==> src/design/trrc_pkg.sv <==
// package with the shared types and codes of the read receive controller
`timescale 1ns / 1ps
`default_nettype none
package trrc_pkg;

    localparam logic [1:0] ACT_START   = 2'd0;
    localparam logic [1:0] ACT_PACKET  = 2'd1;
    localparam logic [1:0] ACT_EMPTY   = 2'd2;
    localparam logic [1:0] ACT_TIMEOUT = 2'd3;

    localparam logic [15:0] OP_DATA  = 16'd3;
    localparam logic [15:0] OP_ERROR = 16'd5;

    localparam logic [1:0] SEND_NONE     = 2'd0;
    localparam logic [1:0] SEND_RRQ      = 2'd1;
    localparam logic [1:0] SEND_ACK      = 2'd2;
    localparam logic [1:0] SEND_DISKFULL = 2'd3;

    localparam logic [2:0] ST_RUN     = 3'd0;
    localparam logic [2:0] ST_DONE    = 3'd1;
    localparam logic [2:0] ST_SERVER  = 3'd2;
    localparam logic [2:0] ST_SINK    = 3'd3;
    localparam logic [2:0] ST_RETRIES = 3'd4;

    localparam logic PH_IDLE = 1'b0;
    localparam logic PH_RUN  = 1'b1;

    localparam logic [3:0] RETRY_LIMIT_RESET = 4'd5;

    typedef struct packed {
        logic [1:0]  action;
        logic [15:0] opcode;
        logic [15:0] block_number;
        logic [15:0] payload_length;
        logic        sink_accepted;
    } t_event;

    typedef struct packed {
        logic [15:0] last_block;
        logic [3:0]  retries_left;
        logic        phase;
    } t_state;

    typedef struct packed {
        logic [1:0]  send_kind;
        logic [15:0] send_block;
        logic        deliver;
        logic [2:0]  status;
    } t_result;

endpackage
`default_nettype wire

==> src/design/trrc_step.sv <==
// one transfer step: next state and result word from one event and the current state
`timescale 1ns / 1ps
`default_nettype none
module trrc_step
    import trrc_pkg::*;
#(
    parameter int BLOCK_BYTES = 512
) (
    input  wire t_event     i_event,
    input  wire t_state     i_state,
    input  wire logic [3:0] i_retry_limit,
    output t_state          o_state,
    output t_result         o_result
);

    localparam logic [15:0] BLOCK_LEN = BLOCK_BYTES[15:0];

    logic        ended;
    logic        final_block;
    logic        dlv;
    logic [3:0]  ret_dec;
    logic [15:0] next_block;

    assign ret_dec    = (i_state.retries_left != 4'd0) ? (i_state.retries_left - 4'd1) : 4'd0;
    assign next_block = i_state.last_block + 16'd1;

    always_comb begin
        o_state     = i_state;
        o_result    = '0;
        ended       = 1'b0;
        final_block = 1'b0;
        dlv         = 1'b0;
        if (i_event.action == ACT_START) begin
            o_state.last_block   = 16'd0;
            o_state.retries_left = i_retry_limit;
            o_state.phase        = PH_RUN;
            o_result.send_kind   = SEND_RRQ;
        end else if (i_state.phase == PH_RUN) begin
            if (i_event.action == ACT_PACKET) begin
                if (i_event.opcode == OP_DATA) begin
                    if (i_event.block_number == next_block) begin
                        o_state.last_block   = i_event.block_number;
                        o_state.retries_left = i_retry_limit;
                        dlv                  = 1'b1;
                        if (!i_event.sink_accepted) begin
                            // sink refusal wins over every other failure
                            o_state.phase      = PH_IDLE;
                            o_result.send_kind = SEND_DISKFULL;
                            o_result.deliver   = 1'b1;
                            o_result.status    = ST_SINK;
                            ended              = 1'b1;
                        end else begin
                            final_block = (i_event.payload_length != BLOCK_LEN);
                        end
                    end else begin
                        o_state.retries_left = ret_dec;
                    end
                end else if (i_event.opcode == OP_ERROR) begin
                    o_state.phase   = PH_IDLE;
                    o_result.status = ST_SERVER;
                    ended           = 1'b1;
                end
            end else if (i_event.action == ACT_TIMEOUT) begin
                o_state.retries_left = ret_dec;
            end

            if (!ended) begin
                o_result.deliver = dlv;
                if (o_state.retries_left == 4'd0) begin
                    o_state.phase   = PH_IDLE;
                    o_result.status = ST_RETRIES;
                end else begin
                    if (final_block) begin
                        o_state.phase = PH_IDLE;
                    end
                    // block zero means no data yet: ask for the file again
                    if (o_state.last_block == 16'd0) begin
                        o_result.send_kind = SEND_RRQ;
                    end else begin
                        o_result.send_kind  = SEND_ACK;
                        o_result.send_block = o_state.last_block;
                    end
                    o_result.status = final_block ? ST_DONE : ST_RUN;
                end
            end
        end
    end

endmodule
`default_nettype wire

==> src/design/tftp_read_receive_control.sv <==
// top level of the read receive controller: event register, step logic, result register
// Usage:
// - event channel (i_in_valid / o_in_stall) carries one event word: start,
//   received packet (opcode, block number, payload length, sink verdict),
//   empty datagram or receive timeout.
// - result channel (o_out_valid / i_out_stall) gives exactly one word per
//   event: packet to send, block number to acknowledge, deliver flag, status.
// - i_cfg_we / i_cfg_data write the retry limit; write it only while idle.
// The accepted event is held in the event register, then the step is evaluated
// from it and the transfer state into the result register, which waits while a
// pending result is stalled. Throughput is one event per cycle while no result
// is stalled; the state update is a loop through compares and the retry counter.
// Reset clears both registers' valid bits, puts the transfer in idle with
// block zero and no retries, and sets the retry limit to 5.
// While i_out_stall holds a pending result, the event register keeps its
// word and o_in_stall rises once it is full; nothing is lost or repeated.
`timescale 1ns / 1ps
`default_nettype none
module tftp_read_receive_control
    import trrc_pkg::*;
#(
    parameter int BLOCK_BYTES = 512
) (
    input  wire logic        i_clk,
    input  wire logic        i_rst_n,
    input  wire logic        i_cfg_we,
    input  wire logic [3:0]  i_cfg_data,
    input  wire logic        i_in_valid,
    output logic             o_in_stall,
    input  wire logic [1:0]  i_action,
    input  wire logic [15:0] i_opcode,
    input  wire logic [15:0] i_block_number,
    input  wire logic [15:0] i_payload_length,
    input  wire logic        i_sink_accepted,
    output logic             o_out_valid,
    input  wire logic        i_out_stall,
    output logic [1:0]       o_send_kind,
    output logic [15:0]      o_send_block,
    output logic             o_deliver,
    output logic [2:0]       o_status
);

    logic [3:0] r_retry_limit;
    logic       r_ev_valid;
    t_event     r_ev;
    t_state     r_state;
    logic       r_out_valid;
    t_result    r_out;

    t_state     n_state;
    t_result    n_out;
    logic       out_free;
    logic       step_go;
    logic       ev_take;

    assign out_free   = !r_out_valid || !i_out_stall;
    assign step_go    = r_ev_valid && out_free;
    assign o_in_stall = r_ev_valid && !out_free;
    assign ev_take    = i_in_valid && !o_in_stall;

    trrc_step #(
        .BLOCK_BYTES(BLOCK_BYTES)
    ) u_step (
        .i_event      (r_ev),
        .i_state      (r_state),
        .i_retry_limit(r_retry_limit),
        .o_state      (n_state),
        .o_result     (n_out)
    );

    always_ff @(posedge i_clk) begin
        if (!i_rst_n) begin
            r_retry_limit <= RETRY_LIMIT_RESET;
        end else if (i_cfg_we) begin
            r_retry_limit <= i_cfg_data;
        end
    end

    // event register
    always_ff @(posedge i_clk) begin
        if (!i_rst_n) begin
            r_ev_valid <= 1'b0;
        end else if (ev_take) begin
            r_ev_valid <= 1'b1;
        end else if (step_go) begin
            r_ev_valid <= 1'b0;
        end
    end

    always_ff @(posedge i_clk) begin
        if (ev_take) begin
            r_ev.action         <= i_action;
            r_ev.opcode         <= i_opcode;
            r_ev.block_number   <= i_block_number;
            r_ev.payload_length <= i_payload_length;
            r_ev.sink_accepted  <= i_sink_accepted;
        end
    end

    // transfer state
    always_ff @(posedge i_clk) begin
        if (!i_rst_n) begin
            r_state.last_block   <= 16'd0;
            r_state.retries_left <= 4'd0;
            r_state.phase        <= PH_IDLE;
        end else if (step_go) begin
            r_state <= n_state;
        end
    end

    // result register
    always_ff @(posedge i_clk) begin
        if (!i_rst_n) begin
            r_out_valid <= 1'b0;
        end else if (step_go) begin
            r_out_valid <= 1'b1;
        end else if (!i_out_stall) begin
            r_out_valid <= 1'b0;
        end
    end

    always_ff @(posedge i_clk) begin
        if (step_go) begin
            r_out <= n_out;
        end
    end

    assign o_out_valid  = r_out_valid;
    assign o_send_kind  = r_out.send_kind;
    assign o_send_block = r_out.send_block;
    assign o_deliver    = r_out.deliver;
    assign o_status     = r_out.status;

endmodule
`default_nettype wire

==> config.mk <==
export PLATFORM = sky130hd
export DESIGN_NAME = tftp_read_receive_control
export DESIGN_NICKNAME = d
export VERILOG_FILES = /design/src/design/trrc_pkg.sv /design/src/design/trrc_step.sv /design/src/design/tftp_read_receive_control.sv
export SDC_FILE = /design/constraint.sdc
export NUM_CORES = 1
export LEC_CHECK = 0
export ABC_CLOCK_PERIOD_IN_PS = 4820
export BUFFER_PORTS_ARGS = -buffer_cell sky130_fd_sc_hd__buf_2
export CORE_ASPECT_RATIO = 0.9
export CORE_MARGIN = 5
export CORE_UTILIZATION = 58
export CTS_BUF_LIST = sky130_fd_sc_hd__clkbuf_8
export CTS_CLUSTER_SIZE = 8
export DETAILED_ROUTE_END_ITERATION = 12
export PLACE_DENSITY = 0.88
export SYNTH_ARGS = -nofsm -noshare
export SYNTH_HDL_FRONTEND = slang
export SYNTH_SLANG_ARGS = --single-unit
==> constraint.sdc <==
create_clock -name i_clk -period 4.82 [get_ports i_clk]
set_clock_uncertainty 0.1 [all_clocks]
set_input_delay 0.964 -clock i_clk [delete_from_list [all_inputs] [get_ports i_clk]]
set_output_delay 0.964 -clock i_clk [all_outputs]
set_load 0.03 [all_outputs]
After elaboration in Yosys (flattened, before gate mapping) --
Cells that the tools add are included.
Storage, ports and cells: ROM bits 0, RAM bits 0, memories kept 0, bits in latches 0, bits in registers 100
Operators by class: multiply operators 0, magnitude comparators 0, equal/unequal tests 7, bitwise gates (word level) 1, reductions and logical operators 17, add/subtract/negate cells 2, divide/modulo/power cells 0, shifts and indexed selects 0, mux-type cells 58
Operators by type and width (number):
- 2-to-1 mux 16 bit | 5
- 2-to-1 mux 21 bit | 3
- 2-to-1 mux 4 bit | 9
- 2-to-1 mux 1 bit | 30
- 2-to-1 mux 22 bit | 1
- 2-to-1 mux 20 bit | 1
- 2-to-1 mux 18 bit | 1
- adder 16 x 1 -> 16 bit, second input constant | 1
- == test 16 bit | 1
- == test 16 x 2 -> 1 bit, second input constant | 1
- == test 16 x 3 -> 1 bit, second input constant | 1
- logical NOT 16 bit | 1
- inequality test 16 x 10 -> 1 bit, second input constant | 1
- 2-to-1 mux 2 bit | 6
- 2-to-1 mux 3 bit | 2
- OR reduction 5 bit | 1
- logical NOT 1 bit | 4
- logical NOT 4 bit | 1
- nonzero test 2 bit | 2
- nonzero test 4 bit | 1
- subtractor 4 x 1 -> 4 bit, second input constant | 1
- logical AND 1 bit | 3
- == test 2 x 1 -> 1 bit, second input constant | 1
- == test 2 bit, second input constant | 1
- other kinds (6) | 6

Depth between registers and ports, before layout --
depth after elaboration 12, mapped depth 12, gate-level depth less buffers 9

Hierarchy --
Synthesis repeated with hierarchy kept, for this count alone.
Unflattened totals: cells, all modules 491, area total of the unflattened synthesis 5121.2 µm²
By module, submodules not included:
- tftp_read_receive_control | area each 3274.4 µm², seq. area each 2732.6 µm², cells each 185, times used 1
- trrc_step | area each 1846.8 µm², seq. area each 0.0 µm², cells each 306, times used 1

Worst setup path before layout --
No wires, ideal clock.
path kind in2reg, start point in i_out_stall, end point reg r_ev[0] (netlist name), enable pin, cell stages on the path 2, arrival 3.573 ns, path buffers 0, library setup time 0.465 ns, setup slack 0.682 ns, path through and3_1 nor2b_1
Between the ends: word-level cells in the longest chain between the ends 6
RTL lines:
- from (decl) | RTL line tftp_read_receive_control.sv:36 | input wire logic i_out_stall,
- logical NOT 1 bit
- logical OR 1 bit | RTL line tftp_read_receive_control.sv:56 | assign out_free = !r_out_valid || !i_out_stall;
- logical NOT 1 bit | RTL line tftp_read_receive_control.sv:58 | assign o_in_stall = r_ev_valid && !out_free;
- logical AND 1 bit | RTL line tftp_read_receive_control.sv:58
- logical NOT 1 bit | RTL line tftp_read_receive_control.sv:59 | assign ev_take = i_in_valid && !o_in_stall;
- logical AND 1 bit | RTL line tftp_read_receive_control.sv:59
- via ev_take | RTL line tftp_read_receive_control.sv:54 | logic ev_take;
- to (decl) | RTL line tftp_read_receive_control.sv:45 | t_event r_ev;
The timed path passes the listed nets, and every way through them passes these cells. A chain may end at the register's enable or synchronous reset.

Worst setup path in the final report --
start point reg r_state[5] (netlist name), end point reg r_out, in the netlist o_send_block[6] (data pin)
Between the ends: word-level cells in the longest chain between the ends 9
RTL lines:
- from (decl) | RTL line tftp_read_receive_control.sv:46 | t_state r_state;
- from (signal assigned) | RTL line tftp_read_receive_control.sv:107 | r_state <= n_state;
- adder 16 x 1 -> 16 bit | RTL line trrc_step.sv:25 | assign next_block = i_state.last_block + 16'd1;
- == test 16 bit | RTL line trrc_step.sv:41 | if (i_event.block_number == next_block) begin
- 2-to-1 mux 16 bit / 2-to-1 mux 4 bit (equally long branches) | RTL line trrc_step.sv:41
- 2-to-1 mux 20 bit | RTL line trrc_step.sv:40 | if (i_event.opcode == OP_DATA) begin
- 2-to-1 mux 16 bit / 2-to-1 mux 4 bit (equally long branches) | RTL line trrc_step.sv:39 | if (i_event.action == ACT_PACKET) begin
- 2-to-1 mux 16 bit / 2-to-1 mux 4 bit (equally long branches) | RTL line trrc_step.sv:38 | end else if (i_state.phase == PH_RUN) begin
- 2-to-1 mux 16 bit / 2-to-1 mux 4 bit (equally long branches) | RTL line trrc_step.sv:33 | if (i_event.action == ACT_START) begin
- logical NOT 16 bit / logical NOT 4 bit (equally long branches) | RTL line trrc_step.sv:77, trrc_step.sv:69
- OR reduction 5 bit (no source line)
- to (signal assigned) | RTL line tftp_read_receive_control.sv:124 | r_out <= n_out;
- to (decl) | RTL line tftp_read_receive_control.sv:48 | t_result r_out;
Parallel ways exist; a longest one is shown, timed or not. The select of a mux whose other input is x is not followed.

==> flow_summary.json <==
{
  "status": "completed",
  "postRouteWirelength_um": 10700,
  "detailed_route_iter0_violations": 246,
  "fp.dieH_um": 96.8,
  "post_layout_minimum_cycle_time_ns": 4.38,
  "wl_per_cell_um": 18.0,
  "placed_cells": 579,
  "vias_per_cell": 5.98,
  "post-dp-hpwl_um": 7800,
  "top_area_cells_in_the_synthesized_netlist": "sky130_fd_sc_hd__edfxtp_1 45%, sky130_fd_sc_hd__dfxtp_1 11%, sky130_fd_sc_hd__mux2i_1 3.9%",
  "final_net_count": 552,
  "clk_slew_on_worst_s_h_paths_ns": 0.10,
  "finalHoldViolCount": 0,
  "initial_core_util": 0.599,
  "grt.total_usage": 0.209,
  "yosysSeqAreaShare": 0.562,
  "final_core_utilization": 0.675,
  "timing.rr.end": "o_send_block[6]$_SDFFCE_PP0P_",
  "synth.net_count": 478,
  "full_die_area_um2": 10300,
  "slew_headroom": 0.169,
  "yosys_register_bits": 100,
  "post_synth.cell_area_avg_um2": 11.7,
  "fin_area_um2": 5470,
  "synth_top_area_share": 0.451,
  "synth_compound_area_frac": 0.131,
  "cts_tree": "yes",
  "ys.warnings.count": 0,
  "reg2regPathDepth": 9,
  "ant_nets": 0,
  "synth.most_common_cell": "sky130_fd_sc_hd__edfxtp_1",
  "fin_tns_setup_ns": 0,
  "p_leak_uw": 0.00188,
  "gpl.final_weighted_congestion": 0.940,
  "power.density_nw_per_um2": 303,
  "post_cts_resized": 0,
  "post_synth_num_cell_types": 67,
  "kind_of_end_point_of_the_critical_path": "flip-flop",
  "row_count": 31,
  "buffers_on_ports": 83,
  "crit_required_ns": 4.92,
  "n_antenna_cell": 0,
  "finalNonFillerCells": 595,
  "synth-edff-count": 73,
  "grt_max_degree": 46,
  "cts_made_buffers": 9,
  "drc": 0,
  "critical_path.startpoint": "r_state[5]$_SDFFE_PN0P_",
  "clockRootBuffer": "sky130_fd_sc_hd__clkbuf_8",
  "drt-pass1-iter-count": 5,
  "max-cap-violations": 0,
  "timing_max_transition_violations_final": 0,
  "tightestPinTransition_ns": 1.25,
  "synthArstFlopShare": 0,
  "global_route.overflow_total": 0,
  "rsz0062_at_grt": "false",
  "worstHoldPathType": "flip-flop to flip-flop",
  "setup.reg_to_reg.worst_slack_ns": 0.44,
  "post_synthesis_adder_cell_area_fraction": 0.00257,
  "flow.area_growth_from_synthesis_pct": 12.6,
  "worstReg2RegStart": "r_state[5]$_SDFFE_PN0P_",
  "drive_above_1_share": 0.262,
  "synthesis.instances": 417,
  "synth_ff_type": "sky130_fd_sc_hd__edfxtp_1",
  "vias": 3561,
  "synth-xor-area-share": 0.0360,
  "worst-path-max-fanout": 17,
  "postCtsSetupRepairBufs": 0,
  "setup.worst_path.end": "o_send_block[6]$_SDFFCE_PP0P_",
  "hold_buffers": 0,
  "synth_mux_area_frac": 0.0507,
  "synth_common_cells": "73 x sky130_fd_sc_hd__edfxtp_1, 36 x sky130_fd_sc_hd__nand2_1, 32 x sky130_fd_sc_hd__o21ai_0",
  "post_synth_and_or_nand_nor_area_fraction": 0.177,
  "max-vdd-ir-drop_v": 0.000230,
  "grt_pass1_vias": 3433,
  "worst_path_class_setup": "flip-flop to flip-flop",
  "worstPathArrival_ns": 4.48,
  "design.core.area_um2": 8110,
  "die_w_um": 106,
  "post_synthesis_instance_area_um2": 4860,
  "ios": 84,
  "clk_latency_ns": 0.37,
  "yosys.area.top_type": "sky130_fd_sc_hd__edfxtp_1",
  "cts-root-to-sink-buffers": 2,
  "grt_antenna_before_repair": 0,
  "grt_first_pass_wirelength_um": 17200,
  "final.period_utilization": 0.910,
  "startpoint_type": "flip-flop",
  "placed_cell_area_um2": 5270,
  "clock-sinks": 100,
  "finalSetupViolations": 0,
  "fmaxAchievable_mhz": 228,
  "dominant_combinational_cell_family_by_area_after_synthesis": "simple AND/OR/NAND/NOR gates",
  "htree_levels": 3
}
## placed cells by master (no fill, tap or decap), types with 10 or more instances in the layout
master                     instances
sky130_fd_sc_hd__nor4_1           16
sky130_fd_sc_hd__mux2i_1          19
sky130_fd_sc_hd__buf_2            83
sky130_fd_sc_hd__xnor2_1          11
sky130_fd_sc_hd__nor2_4           10
sky130_fd_sc_hd__nor2_1           23
sky130_fd_sc_hd__dfxtp_1          27
sky130_fd_sc_hd__o21ai_0          32
sky130_fd_sc_hd__a21boi_0         10
sky130_fd_sc_hd__nand4_1          10
sky130_fd_sc_hd__a21oi_1          11
sky130_fd_sc_hd__nand2_1          36
sky130_fd_sc_hd__inv_1            10
sky130_fd_sc_hd__edfxtp_1         73
## sequential cells by signal, summed over array words and instances (netlist names)
signal / count
o_status: 3
r_state: 21
r_retry_limit: 4
o_send_block: 16
r_ev_valid: 1
r_ev: 51
o_send_kind: 2
o_deliver: 1
o_out_valid: 1
## routing by layer
metal  track usage  wire length (um)
met1         0.305              4900
met2         0.321              4840
met3        0.0439               825
met4        0.0521               119
met5             0                 0
## cells by family (layout without fill, tap and decap cells)
family | after synthesis | count (layout)
buffers and inverters | 33 | 112
AOI/OAI and AO/OA | 97 | 97
DFF | 100 | 100
xor gates and xnor gates | 20 | 20
and+or+nand+nor | 143 | 143
adders and majority gates | 1 | 1
muxes | 23 | 23
## worst min-delay path by stage
stage	startpoint	endpoint	slack [ns]	cells after the start
CTS	r_ev_valid$_SDFFE_PN0P_	o_out_valid$_SDFFE_PN0P_	0.45	2
finish	r_ev_valid$_SDFFE_PN0P_	o_out_valid$_SDFFE_PN0P_	0.44	2
detailed placement	r_ev_valid$_SDFFE_PN0P_	o_out_valid$_SDFFE_PN0P_	0.42	2
global route	r_ev_valid$_SDFFE_PN0P_	o_out_valid$_SDFFE_PN0P_	0.48	2
global placement	r_ev_valid$_SDFFE_PN0P_	o_out_valid$_SDFFE_PN0P_	0.40	2
floorplan	r_retry_limit[2]$_SDFFE_PN1P_	r_retry_limit[2]$_SDFFE_PN1P_	0.37	2
## metrics by stage
stage / power (uW) / worst slack, ns / hold slack (ns)
6_report: 1660 / 0.436 / 0.444
5_1_grt: 1730 / 0.196 / 0.483
4_1_cts: 1670 / 0.468 / 0.451
3_5_place_dp: 1150 / 0.482 / 0.425
3_3_place_gp: 1150 / 0.617 / 0.401
2_1_floorplan: 1090 / 0.682 / 0.365
## where the power goes
group          total [uW]  leakage, uW  internal (uW)  switching (uW)
sequential            993     0.000915            964            29.1
combinational         139     0.000867           55.6            83.5
clock                 526    0.0000985            206             320
## area by class of cell
class                   instances  area (um2)
multi-input cells             284        1940
repair buffers                 86         438
inverters                      10        37.5
clock buffers                   9         124
clock inverters                 7        75.1
flip-flops and latches        100        2730
fillers                       614        2640
well taps                      99         124
## critical path, stage by stage (launching register included)
cell,delay [ns]
sky130_fd_sc_hd__dfxtp_1,0.49
sky130_fd_sc_hd__ha_1,0.30
sky130_fd_sc_hd__nand4_1,0.19
sky130_fd_sc_hd__or4_1,0.53
sky130_fd_sc_hd__a32oi_1,0.21
sky130_fd_sc_hd__or4b_4,0.51
sky130_fd_sc_hd__or3_1,0.54
sky130_fd_sc_hd__mux2i_4,0.30
sky130_fd_sc_hd__nand4bb_2,0.71
sky130_fd_sc_hd__nor2_1,0.33
Note: power is estimated with default switching activity, not from simulation.
